<file path="src/rtl/csv_record_tokenizer_core_defines.svh">
`ifndef CSV_RECORD_TOKENIZER_CORE_DEFINES_SVH
`define CSV_RECORD_TOKENIZER_CORE_DEFINES_SVH

// Same-cycle implication, idle during reset.
`define CRT_ASSERT_NOW(label, clk, rst_n, ante, cons) \
    label: assert property (@(posedge clk) disable iff (!(rst_n)) (ante) |-> (cons)) \
        else $error("crt: same-cycle check failed");

// Next-cycle implication, idle during reset.
`define CRT_ASSERT_NEXT(label, clk, rst_n, ante, cons) \
    label: assert property (@(posedge clk) disable iff (!(rst_n)) (ante) |=> (cons)) \
        else $error("crt: next-cycle check failed");

`endif

</file>
<file path="src/rtl/crt_pkg.sv">
package crt_pkg;

    localparam logic [7:0] CH_CR         = 8'h0D;
    localparam logic [7:0] CH_LF         = 8'h0A;
    localparam logic [7:0] DEF_DELIMITER = 8'd44;
    localparam logic [7:0] DEF_QUOTE     = 8'd34;
    localparam logic [6:0] DEF_COL_LIMIT = 7'd64;

    // result queue: depth and most results one byte can cause
    localparam int Q_DEPTH  = 4;
    localparam int EMIT_MAX = 2;

    typedef enum logic [2:0] {
        CFG_DELIMITER   = 3'd0,
        CFG_QUOTE       = 3'd1,
        CFG_ESCAPE      = 3'd2,
        CFG_NULL_TEXT   = 3'd3,
        CFG_NULL_LENGTH = 3'd4,
        CFG_COL_LIMIT   = 3'd5,
        CFG_MIN_COLUMNS = 3'd6,
        CFG_NOT_NULL    = 3'd7
    } t_cfg_index;

    typedef enum logic [1:0] {
        EV_DATA       = 2'd0,
        EV_FIELD_END  = 2'd1,
        EV_RECORD_END = 2'd2
    } t_event_kind;

    typedef enum logic [1:0] {
        RS_OK           = 2'd0,
        RS_TOO_MANY     = 2'd1,
        RS_TOO_FEW      = 2'd2,
        RS_UNTERMINATED = 2'd3
    } t_rec_status;

    typedef struct packed {
        logic [7:0] delimiter_char;
        logic [7:0] quote_char;
        logic [7:0] escape_char;
        logic [3:0] null_length;
        logic [6:0] column_limit;
        logic [6:0] min_columns;
    } t_cfg;

    typedef struct packed {
        logic       inside_quotes;
        logic       pending_escape;
        logic       pending_cr;
        logic [5:0] current_column;
        logic [6:0] fields_seen;
        logic [3:0] raw_field_length;
        logic       null_still_matches;
        logic       quote_seen_in_field;
        logic       line_has_bytes;
    } t_state;

    typedef struct packed {
        t_event_kind kind;
        logic [7:0]  data_byte;
        logic [5:0]  column_index;
        logic        field_is_null;
        logic [6:0]  column_count;
        t_rec_status status;
        logic        last_of_run;
    } t_result;

    function automatic t_state crt_start_field(t_state s);
        t_state r;
        r = s;
        r.raw_field_length    = 4'd0;
        r.null_still_matches  = 1'b1;
        r.quote_seen_in_field = 1'b0;
        return r;
    endfunction

    function automatic t_state crt_start_record();
        t_state r;
        r = '0;
        r.fields_seen        = 7'd1;
        r.null_still_matches = 1'b1;
        return r;
    endfunction

endpackage

</file>
<file path="src/rtl/crt_in_if.sv">
interface crt_in_if;
    logic       valid;
    logic       ready;
    logic [7:0] in_byte;
    logic       end_of_input;

    modport source (output valid, output in_byte, output end_of_input, input ready);
    modport sink   (input valid, input in_byte, input end_of_input, output ready);
endinterface

</file>
<file path="src/rtl/crt_out_if.sv">
interface crt_out_if;
    logic       valid;
    logic       ready;
    logic [1:0] event_kind;
    logic [7:0] data_byte;
    logic [5:0] column_index;
    logic       field_is_null;
    logic [6:0] column_count;
    logic [1:0] record_status;
    logic       last_of_run;

    modport source (
        output valid, output event_kind, output data_byte, output column_index,
        output field_is_null, output column_count, output record_status,
        output last_of_run, input ready
    );
    modport sink (
        input valid, input event_kind, input data_byte, input column_index,
        input field_is_null, input column_count, input record_status,
        input last_of_run, output ready
    );
endinterface

</file>
<file path="src/rtl/csv_record_tokenizer_core.sv">
// Channel     | Dir | Modport | Request carries
// ------------+-----+---------+----------------------------------------------
// i_in_chan   | in  | sink    | one raw byte or an end-of-input marker
// o_out_chan  | out | source  | one event: data byte, field end, record end
// i_cfg_*     | in  | -       | register write: enable, index, 64-bit data
//
// One input request is taken per cycle while input ready is high; its state
// update is a single pass of logic from the registered tokenizer state to the
// next state. A byte causes zero, one or two events, written into a 4-entry
// result queue; the output drains one event per cycle while its ready is high.
// Input ready is high while the queue has room for two events (count <= 2).
// Reset (i_rst_n low, synchronous) sets registers to defaults and empties queue.
`include "csv_record_tokenizer_core_defines.svh"

module csv_record_tokenizer_core #(
    parameter int MAX_COLUMNS    = 64,
    parameter int NULL_MAX_BYTES = 8
) (
    input  logic        i_clk,
    input  logic        i_rst_n,
    crt_in_if.sink      i_in_chan,
    crt_out_if.source   o_out_chan,
    input  logic        i_cfg_we,
    input  logic [2:0]  i_cfg_index,
    input  logic [63:0] i_cfg_data
);
    import crt_pkg::*;

    localparam int NB_IW = (NULL_MAX_BYTES > 1) ? $clog2(NULL_MAX_BYTES) : 1;
    localparam int COL_IW = (MAX_COLUMNS > 1) ? $clog2(MAX_COLUMNS) : 1;
    localparam int QIW = $clog2(Q_DEPTH);
    localparam int QCW = QIW + 1;
    localparam logic [6:0] MAX_COL7 = 7'(MAX_COLUMNS);
    localparam logic [6:0] FS_SAT   = 7'(MAX_COLUMNS + 1);
    localparam logic [3:0] NB4      = 4'(NULL_MAX_BYTES);

    typedef logic [NULL_MAX_BYTES-1:0][7:0] t_null_text;
    typedef logic [MAX_COLUMNS-1:0]         t_mask;

    // state after one sub-step plus at most one event
    typedef struct packed {
        t_state  st;
        logic    emit;
        t_result ev;
    } t_step;

    // ---------------- configuration ----------------
    t_cfg       r_cfg;
    t_null_text r_null_text;
    t_mask      r_not_null_mask;

    always_ff @(posedge i_clk) begin
        if (!i_rst_n) begin
            r_cfg.delimiter_char <= DEF_DELIMITER;
            r_cfg.quote_char     <= DEF_QUOTE;
            r_cfg.escape_char    <= DEF_QUOTE;
            r_cfg.null_length    <= 4'd0;
            r_cfg.column_limit   <= DEF_COL_LIMIT;
            r_cfg.min_columns    <= 7'd0;
            r_null_text          <= '0;
            r_not_null_mask      <= '0;
        end else if (i_cfg_we) begin
            unique case (t_cfg_index'(i_cfg_index))
                CFG_DELIMITER:   r_cfg.delimiter_char <= i_cfg_data[7:0];
                CFG_QUOTE:       r_cfg.quote_char     <= i_cfg_data[7:0];
                CFG_ESCAPE:      r_cfg.escape_char    <= i_cfg_data[7:0];
                CFG_NULL_TEXT:   r_null_text     <= i_cfg_data[8*NULL_MAX_BYTES-1:0];
                CFG_NULL_LENGTH: r_cfg.null_length    <= i_cfg_data[3:0];
                CFG_COL_LIMIT:   r_cfg.column_limit   <= i_cfg_data[6:0];
                CFG_MIN_COLUMNS: r_cfg.min_columns    <= i_cfg_data[6:0];
                CFG_NOT_NULL:    r_not_null_mask <= i_cfg_data[MAX_COLUMNS-1:0];
            endcase
        end
    end

    // ---------------- tokenizer step helpers ----------------
    // Last usable column: min(limit, MAX_COLUMNS) - 1, or 0 for a zero limit.
    function automatic logic [5:0] f_last_col(t_cfg c);
        logic [6:0] lim;
        lim = (c.column_limit < MAX_COL7) ? c.column_limit : MAX_COL7;
        return (lim == 7'd0) ? 6'd0 : 6'(lim - 7'd1);
    endfunction

    function automatic logic f_field_null(t_state s, t_cfg c, t_mask m);
        logic v;
        v = 1'b1;
        if (c.column_limit == 7'd0 || s.quote_seen_in_field || !s.null_still_matches)
            v = 1'b0;
        if (c.null_length > NB4 || s.raw_field_length != c.null_length)
            v = 1'b0;
        if (m[s.current_column[COL_IW-1:0]])
            v = 1'b0;
        return v;
    endfunction

    function automatic t_result f_ev(t_event_kind k, logic [7:0] b, t_state s,
                                     logic nul, logic [6:0] cnt, t_rec_status rs);
        t_result e;
        e.kind          = k;
        e.data_byte     = b;
        e.column_index  = s.current_column;
        e.field_is_null = nul;
        e.column_count  = cnt;
        e.status        = rs;
        e.last_of_run   = 1'b0;
        return e;
    endfunction

    function automatic t_step f_end_record(t_state s, logic unterm, t_cfg c, t_mask m);
        t_step       r;
        logic [6:0]  cnt;
        t_rec_status rs;
        cnt = (c.column_limit == 7'd0 && !s.line_has_bytes) ? 7'd0 : s.fields_seen;
        priority if (unterm)                rs = RS_UNTERMINATED;
        else if (cnt > c.column_limit)      rs = RS_TOO_MANY;
        else if (cnt < c.min_columns)       rs = RS_TOO_FEW;
        else                                rs = RS_OK;
        r.ev   = f_ev(EV_RECORD_END, 8'd0, s, f_field_null(s, c, m), cnt, rs);
        r.emit = 1'b1;
        r.st   = crt_start_record();
        return r;
    endfunction

    function automatic t_step f_byte_outside(t_state s, logic [7:0] b, t_cfg c,
                                             t_mask m, t_null_text nt);
        t_step r;
        r      = '0;
        r.st   = s;
        priority if (b == c.quote_char) begin
            r.st.inside_quotes       = 1'b1;
            r.st.quote_seen_in_field = 1'b1;
            r.st.line_has_bytes      = 1'b1;
        end else if (b == CH_CR) begin
            r.st.pending_cr = 1'b1;
        end else if (b == CH_LF) begin
            r = f_end_record(s, 1'b0, c, m);
        end else if (b == c.delimiter_char) begin
            r.emit = 1'b1;
            r.ev   = f_ev(EV_FIELD_END, 8'd0, s, f_field_null(s, c, m), 7'd0, RS_OK);
            r.st.line_has_bytes = 1'b1;
            if (s.current_column < f_last_col(c))
                r.st.current_column = s.current_column + 6'd1;
            if (s.fields_seen < FS_SAT)
                r.st.fields_seen = s.fields_seen + 7'd1;
            r.st = crt_start_field(r.st);
        end else begin
            r.emit = 1'b1;
            r.ev   = f_ev(EV_DATA, b, s, 1'b0, 7'd0, RS_OK);
            r.st.line_has_bytes = 1'b1;
            // running compare against the null string
            if (s.raw_field_length >= NB4)
                r.st.null_still_matches = 1'b0;
            else if (nt[s.raw_field_length[NB_IW-1:0]] != b)
                r.st.null_still_matches = 1'b0;
            if (s.raw_field_length != 4'hF)
                r.st.raw_field_length = s.raw_field_length + 4'd1;
        end
        return r;
    endfunction

    function automatic t_step f_byte_inside(t_state s, logic [7:0] b, t_cfg c);
        t_step r;
        r    = '0;
        r.st = s;
        r.st.line_has_bytes = 1'b1;
        priority if (b == c.escape_char) begin
            r.st.pending_escape = 1'b1;
        end else if (b == c.quote_char) begin
            r.st.inside_quotes = 1'b0;
        end else begin
            r.emit = 1'b1;
            r.ev   = f_ev(EV_DATA, b, s, 1'b0, 7'd0, RS_OK);
        end
        return r;
    endfunction

    // ---------------- single-pass step ----------------
    t_state      r_st;
    t_state      n_st;
    t_result     n_ev0;
    t_result     n_ev1;
    logic        n_v0;
    logic        n_v1;
    logic        in_acc;

    assign in_acc = i_in_chan.valid && i_in_chan.ready;

    always_comb begin
        t_state     s1;
        t_step      a;
        t_step      b;
        logic [7:0] ch;
        ch   = i_in_chan.in_byte;
        s1   = r_st;
        a    = '0;
        b    = '0;
        a.st = r_st;
        b.st = r_st;
        if (i_in_chan.end_of_input) begin
            // flush a pending escape, then close the record if it holds anything
            if (s1.pending_escape) begin
                s1.pending_escape = 1'b0;
                if (r_cfg.escape_char == r_cfg.quote_char) begin
                    s1.inside_quotes = 1'b0;
                end else begin
                    a.emit = 1'b1;
                    a.ev   = f_ev(EV_DATA, r_cfg.escape_char, s1, 1'b0, 7'd0, RS_OK);
                end
            end
            priority if (s1.pending_cr)
                b = f_end_record(s1, 1'b0, r_cfg, r_not_null_mask);
            else if (s1.inside_quotes)
                b = f_end_record(s1, 1'b1, r_cfg, r_not_null_mask);
            else if (s1.line_has_bytes)
                b = f_end_record(s1, 1'b0, r_cfg, r_not_null_mask);
            else begin
                b.emit = 1'b0;
                b.st   = crt_start_record();
            end
        end else if (r_st.pending_escape) begin
            s1.pending_escape = 1'b0;
            priority if (ch == r_cfg.quote_char || ch == r_cfg.escape_char) begin
                a.emit = 1'b1;
                a.ev   = f_ev(EV_DATA, ch, s1, 1'b0, 7'd0, RS_OK);
                b.st   = s1;
            end else if (r_cfg.escape_char == r_cfg.quote_char) begin
                // the escape was a closing quote
                s1.inside_quotes = 1'b0;
                b = f_byte_outside(s1, ch, r_cfg, r_not_null_mask, r_null_text);
            end else begin
                a.emit = 1'b1;
                a.ev   = f_ev(EV_DATA, r_cfg.escape_char, s1, 1'b0, 7'd0, RS_OK);
                b = f_byte_inside(s1, ch, r_cfg);
            end
        end else if (r_st.pending_cr) begin
            s1.pending_cr = 1'b0;
            a = f_end_record(s1, 1'b0, r_cfg, r_not_null_mask);
            if (ch != CH_LF)
                b = f_byte_outside(a.st, ch, r_cfg, r_not_null_mask, r_null_text);
            else
                b.st = a.st;
        end else if (r_st.inside_quotes) begin
            b = f_byte_inside(r_st, ch, r_cfg);
        end else begin
            b = f_byte_outside(r_st, ch, r_cfg, r_not_null_mask, r_null_text);
        end

        n_st  = b.st;
        // pack the events into the low slots, mark the last one
        n_v0  = a.emit || b.emit;
        n_v1  = a.emit && b.emit;
        n_ev0 = a.emit ? a.ev : b.ev;
        n_ev1 = b.ev;
        if (n_v1)
            n_ev1.last_of_run = 1'b1;
        else
            n_ev0.last_of_run = 1'b1;
    end

    always_ff @(posedge i_clk) begin
        if (!i_rst_n)
            r_st <= crt_start_record();
        else if (in_acc)
            r_st <= n_st;
    end

    // ---------------- result queue ----------------
    t_result        r_q [Q_DEPTH];
    logic [QIW-1:0] r_wptr;
    logic [QIW-1:0] r_rptr;
    logic [QCW-1:0] r_count;
    logic [QCW-1:0] n_count;
    logic [1:0]     n_push;
    logic           out_pop;

    assign out_pop = o_out_chan.valid && o_out_chan.ready;
    assign n_push  = in_acc ? (2'(n_v0) + 2'(n_v1)) : 2'd0;
    assign n_count = r_count + QCW'(n_push) - QCW'(out_pop);

    always_ff @(posedge i_clk) begin
        if (!i_rst_n) begin
            r_wptr  <= '0;
            r_rptr  <= '0;
            r_count <= '0;
        end else begin
            r_wptr  <= r_wptr + QIW'(n_push);
            r_rptr  <= r_rptr + QIW'(out_pop);
            r_count <= n_count;
        end
    end

    always_ff @(posedge i_clk) begin
        if (in_acc && n_v0)
            r_q[r_wptr] <= n_ev0;
        if (in_acc && n_v1)
            r_q[QIW'(r_wptr + 1'b1)] <= n_ev1;
    end

    assign i_in_chan.ready = (r_count <= QCW'(Q_DEPTH - EMIT_MAX));

    assign o_out_chan.valid         = (r_count != '0);
    assign o_out_chan.event_kind    = r_q[r_rptr].kind;
    assign o_out_chan.data_byte     = r_q[r_rptr].data_byte;
    assign o_out_chan.column_index  = r_q[r_rptr].column_index;
    assign o_out_chan.field_is_null = r_q[r_rptr].field_is_null;
    assign o_out_chan.column_count  = r_q[r_rptr].column_count;
    assign o_out_chan.record_status = r_q[r_rptr].status;
    assign o_out_chan.last_of_run   = r_q[r_rptr].last_of_run;

    // ---------------- assertions ----------------
    `CRT_ASSERT_NOW(a_cr_escape_excl, i_clk, i_rst_n, r_st.pending_cr, !r_st.pending_escape)
    `CRT_ASSERT_NOW(a_escape_in_quotes, i_clk, i_rst_n, r_st.pending_escape, r_st.inside_quotes)
    `CRT_ASSERT_NEXT(a_eoi_restart, i_clk, i_rst_n, in_acc && i_in_chan.end_of_input, !r_st.inside_quotes && !r_st.pending_cr && !r_st.pending_escape && r_st.current_column == 6'd0 && !r_st.line_has_bytes)
    `CRT_ASSERT_NEXT(a_push_shows, i_clk, i_rst_n, n_push != 2'd0, o_out_chan.valid)

endmodule

</file>
<file path="src/flat_wrapper.sv">
// flat-port wrapper written by rule: the top's interface ports become plain ports
module csv_record_tokenizer_core_flat import crt_pkg::*;
#(
    parameter int MAX_COLUMNS    = 64,
    parameter int NULL_MAX_BYTES = 8
)
  (i_clk, i_rst_n, i_cfg_we, i_cfg_index, i_cfg_data, i_in_chan_valid, i_in_chan_in_byte, i_in_chan_end_of_input, i_in_chan_ready, o_out_chan_valid, o_out_chan_event_kind, o_out_chan_data_byte, o_out_chan_column_index, o_out_chan_field_is_null, o_out_chan_column_count, o_out_chan_record_status, o_out_chan_last_of_run, o_out_chan_ready);
  crt_in_if i_in_chan_i ();
  crt_out_if o_out_chan_i ();
  input  logic i_clk;
  input  logic i_rst_n;
  input  logic i_cfg_we;
  input  logic [2:0] i_cfg_index;
  input  logic [63:0] i_cfg_data;
  input wire logic [$bits(i_in_chan_i.valid)-1:0] i_in_chan_valid;
  input wire logic [$bits(i_in_chan_i.in_byte)-1:0] i_in_chan_in_byte;
  input wire logic [$bits(i_in_chan_i.end_of_input)-1:0] i_in_chan_end_of_input;
  output wire logic [$bits(i_in_chan_i.ready)-1:0] i_in_chan_ready;
  output wire logic [$bits(o_out_chan_i.valid)-1:0] o_out_chan_valid;
  output wire logic [$bits(o_out_chan_i.event_kind)-1:0] o_out_chan_event_kind;
  output wire logic [$bits(o_out_chan_i.data_byte)-1:0] o_out_chan_data_byte;
  output wire logic [$bits(o_out_chan_i.column_index)-1:0] o_out_chan_column_index;
  output wire logic [$bits(o_out_chan_i.field_is_null)-1:0] o_out_chan_field_is_null;
  output wire logic [$bits(o_out_chan_i.column_count)-1:0] o_out_chan_column_count;
  output wire logic [$bits(o_out_chan_i.record_status)-1:0] o_out_chan_record_status;
  output wire logic [$bits(o_out_chan_i.last_of_run)-1:0] o_out_chan_last_of_run;
  input wire logic [$bits(o_out_chan_i.ready)-1:0] o_out_chan_ready;
  assign i_in_chan_i.valid = i_in_chan_valid;
  assign i_in_chan_i.in_byte = i_in_chan_in_byte;
  assign i_in_chan_i.end_of_input = i_in_chan_end_of_input;
  assign i_in_chan_ready = i_in_chan_i.ready;
  assign o_out_chan_valid = o_out_chan_i.valid;
  assign o_out_chan_event_kind = o_out_chan_i.event_kind;
  assign o_out_chan_data_byte = o_out_chan_i.data_byte;
  assign o_out_chan_column_index = o_out_chan_i.column_index;
  assign o_out_chan_field_is_null = o_out_chan_i.field_is_null;
  assign o_out_chan_column_count = o_out_chan_i.column_count;
  assign o_out_chan_record_status = o_out_chan_i.record_status;
  assign o_out_chan_last_of_run = o_out_chan_i.last_of_run;
  assign o_out_chan_i.ready = o_out_chan_ready;
  csv_record_tokenizer_core #(.MAX_COLUMNS(MAX_COLUMNS), .NULL_MAX_BYTES(NULL_MAX_BYTES)) u_core (.i_clk(i_clk), .i_rst_n(i_rst_n), .i_in_chan(i_in_chan_i), .o_out_chan(o_out_chan_i), .i_cfg_we(i_cfg_we), .i_cfg_index(i_cfg_index), .i_cfg_data(i_cfg_data));
endmodule
</file>
<file path="config.mk">
export PLATFORM = sky130hd
export DESIGN_NAME = csv_record_tokenizer_core_flat
export DESIGN_NICKNAME = d
export VERILOG_FILES = /design/src/rtl/crt_pkg.sv /design/src/rtl/crt_in_if.sv /design/src/rtl/crt_out_if.sv /design/src/rtl/csv_record_tokenizer_core.sv /design/src/flat_wrapper.sv
export VERILOG_INCLUDE_DIRS = /design/src /design/src/rtl
export SDC_FILE = /design/constraint.sdc
export NUM_CORES = 1
export LEC_CHECK = 0
export BUFFER_PORTS_ARGS = -buffer_cell sky130_fd_sc_hd__buf_2
export CORE_UTILIZATION = 65
export DETAILED_ROUTE_END_ITERATION = 12
export GPL_ROUTABILITY_DRIVEN = 0
export GPL_TIMING_DRIVEN = 0
export PLACE_DENSITY = 0.85
export SYNTH_ARGS = -nofsm -noshare
export SYNTH_HDL_FRONTEND = slang
export SYNTH_SLANG_ARGS = --single-unit
</file>
<file path="constraint.sdc">
create_clock -name i_clk -period 9.1 [get_ports i_clk]
set_clock_uncertainty 0.2 [all_clocks]
set_input_delay 0.91 -clock i_clk [delete_from_list [all_inputs] [get_ports i_clk]]
set_output_delay 0.91 -clock i_clk [all_outputs]
set_load 0.01 [all_outputs]
</file>
==> impl_table.tex <==
\begin{tabular}{lr}
\hline
Metric & Value \\
\hline
\multicolumn{2}{l}{\textbf{Timing}} \\
\quad Ratio of final minimum period to clock period & 51.25\% \\
\quad Worst setup slack after layout & 4.436 ns \\
\quad Endpoints failing hold & 0 \\
\quad Unrepaired setup endpoints after global routing & no \\
\quad Maximum frequency from static timing analysis & approximately 210 MHz \\
\quad Setup\_tns & 0 ns \\
\quad Worst-Margin Slew & 1.028 ns \\
\quad Time the final worst path needs with I/O delays and setup & 4.664 ns \\
\quad Max Slew Vio Count & 0 \\
\quad Setup violation total in the final timing report & 0 \\
\quad Normalized max-slew margin & between 30\% and 40\% \\
\multicolumn{2}{l}{\textbf{Global route}} \\
\quad GRT overflow & 0 \\
\quad Wire length of the first global-routing pass & 69690 µm \\
\quad Number of global-route vias before repair & 13400 \\
\quad Overall global routing resource usage & 36.50\% \\
\quad Initial antenna violation count & 0 \\
\quad Pin count of the biggest net entering global routing & 28 \\
\multicolumn{2}{l}{\textbf{Final layout}} \\
\quad Combined area of the multi-input logic cells & 7970 µm² \\
\quad Post-layout net count & 1907 \\
\quad Cell area after layout & 17900 µm² \\
\quad Antenna cell count & 0 \\
\quad P\&R area growth vs syn & 12.94\% \\
\quad Area occupied by registers & 7247 µm² \\
\quad Layout cell share with drive strength beyond 1 & 15.56\% \\
\quad Filler cell count & between 1500 and 2000 \\
\multicolumn{2}{l}{\textbf{Logic synthesis}} \\
\quad Top post-synthesis cells by count & nand2\_1 (380), dfxtp\_1 (200), a21oi\_1 (196) \\
\quad Number of warnings printed during yosys synthesis & 0 \\
\quad Share of synthesized area occupied by flip-flops and latches & 45.73\% \\
\quad Leading register cell type out of synthesis & dfxtp\_1 \\
\quad Register bit total from synthesis & 308 \\
\quad Synth cell types & 86 \\
\quad Post-Syn Area per Cell & 9.517 µm² \\
\quad Ranking of synthesized cells by area & dfxtp\_1 (25\%), edfxtp\_1 (20\%), nand2\_1 (9.0\%), mux4\_2 (8.4\%), a21oi\_1 (6.2\%) \\
\quad Syn Std Cell Area & about 16000 µm² \\
\quad Number of synthesized flops with an enable pin & roughly 110 \\
\quad Most area-hungry cell type in the Yosys netlist & dfxtp\_1 \\
\quad Mapped Nets & 1769 \\
\quad Most repeated cell in the gate-level netlist after synthesis & nand2\_1 \\
\quad Area share of the largest cell type after synthesis & 25.27\% \\
\quad Gate Count Post-Synth & 1665 \\
\quad Fraction of synthesis flops using an asynchronous set or reset pin & 0\% \\
\multicolumn{2}{l}{\textbf{Power}} \\
\quad Power dissipated by switching net loads & $\sim$920 µW \\
\quad Proportion of power drawn by flip-flops and latches & between 40\% and 50\% \\
\quad Peak supply drop & about 170 µV \\
\quad PwrDens & 193.3 nW/µm² \\
\quad Leakage Power & 6.340 nW \\
\quad Net switching share of the total power & 26.69\% \\
\quad Internal power & 2.537 mW \\
\quad Power share of the clock group & 39.4\% \\
\quad Combinational share of power & between 10\% and 20\% \\
\multicolumn{2}{l}{\textbf{Clock tree}} \\
\quad Post-cts hold buffer count & 0 \\
\quad Clk root buf & clkbuf\_16 \\
\quad CTS tree & yes \\
\quad H-tree depth & 2 \\
\quad Clock tree buffer depth & 3 \\
\quad Clock-pin slew on the worst setup and hold paths & roughly 0.06 ns \\
\quad CTS sink cnt & approximately 300 \\
\quad Post-cts repair resize count & 0 \\
\quad Clock latency on the worst-skew pair & roughly 0.53 ns \\
\quad Number of buffers created by CTS & 34 \\
\quad Number of setup buffers added after CTS & 0 \\
\multicolumn{2}{l}{\textbf{Route}} \\
\quad Remaining number of nets flagged by the antenna check after routing & 0 \\
\quad Number of iterations in the first detailed-routing pass & 7 \\
\quad Wire length reported by the detailed router & 44310 µm \\
\quad Vias & roughly 14000 \\
\quad Final routed wire length divided by cell count & 20.67 µm \\
\quad DRC violation count after routing & 0 \\
\quad DR vias/cell & 6.422 \\
\quad Number of DRC markers in iteration 0 & between 1500 and 2000 \\
\multicolumn{2}{l}{\textbf{Floorplanning}} \\
\quad Die outline width & 158.1 µm \\
\quad Number of top-level design ports & 110 \\
\quad Chip Height & 158.1 µm \\
\quad Core Region & 23680 µm² \\
\quad Total Die Area & 25010 µm² \\
\quad Row Count & 56 \\
\quad Initial Util & 66.91\% \\
\multicolumn{2}{l}{\textbf{Worst setup path}} \\
\quad Worst R2R Setup Slack & approximately 4.6 ns \\
\quad Critical path arrival & 4.70 ns \\
\quad Register-to-Register Path Depth & 12 \\
\quad Startpoint types & input pin \\
\quad Required @ worst endpoint & about 9.1 ns \\
\quad Critical Setup Path Class & input pin to register \\
\quad Worst reg2reg path startpoint & u\_core.r\_cfg[30] \\
\quad Worst Path Max Fanout & 10 \\
\quad Destination of the worst register-to-register timing path & u\_core.r\_q[3][12] \\
\quad Crit. End Element & register \\
\multicolumn{2}{l}{\textbf{Job}} \\
\quad \# Max-Cap Violations & 0 \\
\multicolumn{2}{l}{\textbf{Hold path}} \\
\quad WHS Path Cells & 2 \\
\quad Worst min-delay path class & register to register \\
\quad Terminating pin of the worst hold path & u\_core.r\_not\_null\_mask[27] \\
\quad HP Start & u\_core.r\_not\_null\_mask[27] \\
\multicolumn{2}{l}{\textbf{Placement}} \\
\quad Placed cell areas & approximately 17000 µm² \\
\quad Number of I/O port buffers & between 100 and 150 \\
\quad DP Wirelength & 31520 µm \\
\quad Dpl ws & 3.742 ns \\
\multicolumn{2}{l}{\textbf{Outcome}} \\
\quad Result of the run & complete, no violations \\
\hline
\end{tabular}
metal layers:
layer / track usage (%) / up-vias / share of wire (%)
met5: 0 / - / 0
met4: 20.97 / 0 / 5.8
met3: 7.473 / 200 / 9.0
met2: 61.32 / 798 / 48
met1: 43.50 / 6529 / 37
li1: - / 6242 / -
power by group through the flow:
stage	clock, mW	sequential, mW	combinational, mW
6_report	1.36	1.51	0.584
5_1_grt	1.42	1.52	0.635
4_1_cts	1.36	1.51	0.581
3_5_place_dp	0	1.54	0.575
3_3_place_gp	0	1.54	0.556
2_1_floorplan	0	1.53	0.397
worst max-delay path: stages:
cell and delay [ns]:
buf_2 0.11, xor2_1 0.13, nor4_1 0.56, nand2_1 0.24, a21o_1 0.29, a21o_1 0.19, buf_4 0.19, nand2_1 0.22
ha_1 0.22, clkbuf_1 0.35, nand4b_1 0.47, a21oi_1 0.69, nor2b_1 0.12
placed cells by master (no fill, tap or decap), drive strengths merged, types with 7 or more instances in the layout:
master | synthesis | final
nand2 | 381 | 381
a21oi | 201 | 201
dfxtp | 200 | 200
buf | 31 | 133
clkbuf | 84 | 129
edfxtp | 108 | 108
nor2 | 88 | 88
o21ai | 71 | 71
mux4 | 59 | 59
xor2 | 47 | 47
inv | 35 | 37
nor2b | 35 | 35
o2bb2ai | 33 | 33
mux2i | 29 | 29
nand3 | 26 | 26
ha | 22 | 22
xnor2 | 17 | 17
nor3 | 15 | 15
nor4 | 15 | 15
and2 | 11 | 11
nand4 | 11 | 11
nand2b | 11 | 11
o211ai | 10 | 10
a221oi | 10 | 10
and3 | 9 | 9
a31oi | 9 | 9
a41oi | 9 | 9
or3 | 8 | 8
nor3b | 7 | 7
clkinv | 1 | 7
worst max-delay path by stage:
stage,from,endpoint,slack [ns],cells past startpoint
global placement,i_in_chan_in_byte[6],u_core.r_q[1][12],3.04,14
finish,i_in_chan_in_byte[6],u_core.r_q[3][12],4.44,13
detailed placement,i_in_chan_in_byte[6],u_core.r_q[3][14],3.74,13
CTS,i_in_chan_in_byte[6],u_core.r_q[3][21],4.22,13
global route,i_in_chan_in_byte[6],u_core.r_q[3][12],4.26,13
floorplan,i_in_chan_in_byte[5],u_core.r_q[1][0],4.28,14
kinds of logic after synthesis:
logic type,Yosys count,synth area share (%)
AOI/OAI and AO/OA,392,16.23
xor gates and xnor gates,64,3.537
adders and majority gates,24,1.927
buffers and inverters,151,4.090
DFF,308,45.73
muxes,89,10.29
and+or+nand+nor,637,18.19
stage by stage:
step / instances / hold slack [ns] / total power, mW / utilization (%)
4_1_cts: 2144 / 0.2513 / 3.455 / 75.57
6_report: 2144 / 0.2517 / 3.460 / 75.57
2_1_floorplan: 1665 / 0.2331 / 1.926 / -
5_1_grt: 2144 / 0.2667 / 3.575 / 75.57
3_3_place_gp: 2085 / 0.2389 / 2.094 / 70.73
3_5_place_dp: 2086 / 0.2433 / 2.115 / 70.92
state kept, by name (all words and copies together), names as in the netlist:
signal and flops:
u_core.r_count 3, u_core.r_wptr 2, u_core.r_st 23, u_core.r_q 108, u_core.r_rptr 2, u_core.r_cfg 42, u_core.r_not_null_mask 64, u_core.r_null_text 64
final cells by class:
| type | count | share of cell area [%] |
|---|---|---|
| buffer | 115 | 2.866 |
| timing repair buffer | 102 | 2.978 |
| sequential | 308 | 40.49 |
| multi-input combinational | 1206 | 44.53 |
| clock buffer | 45 | 5.446 |
| clock inverter | 13 | 0.6991 |
| tap | 319 | 2.230 |
| inverter | 36 | 0.7550 |
No activity file was read; power rests on OpenSTA's default activity.
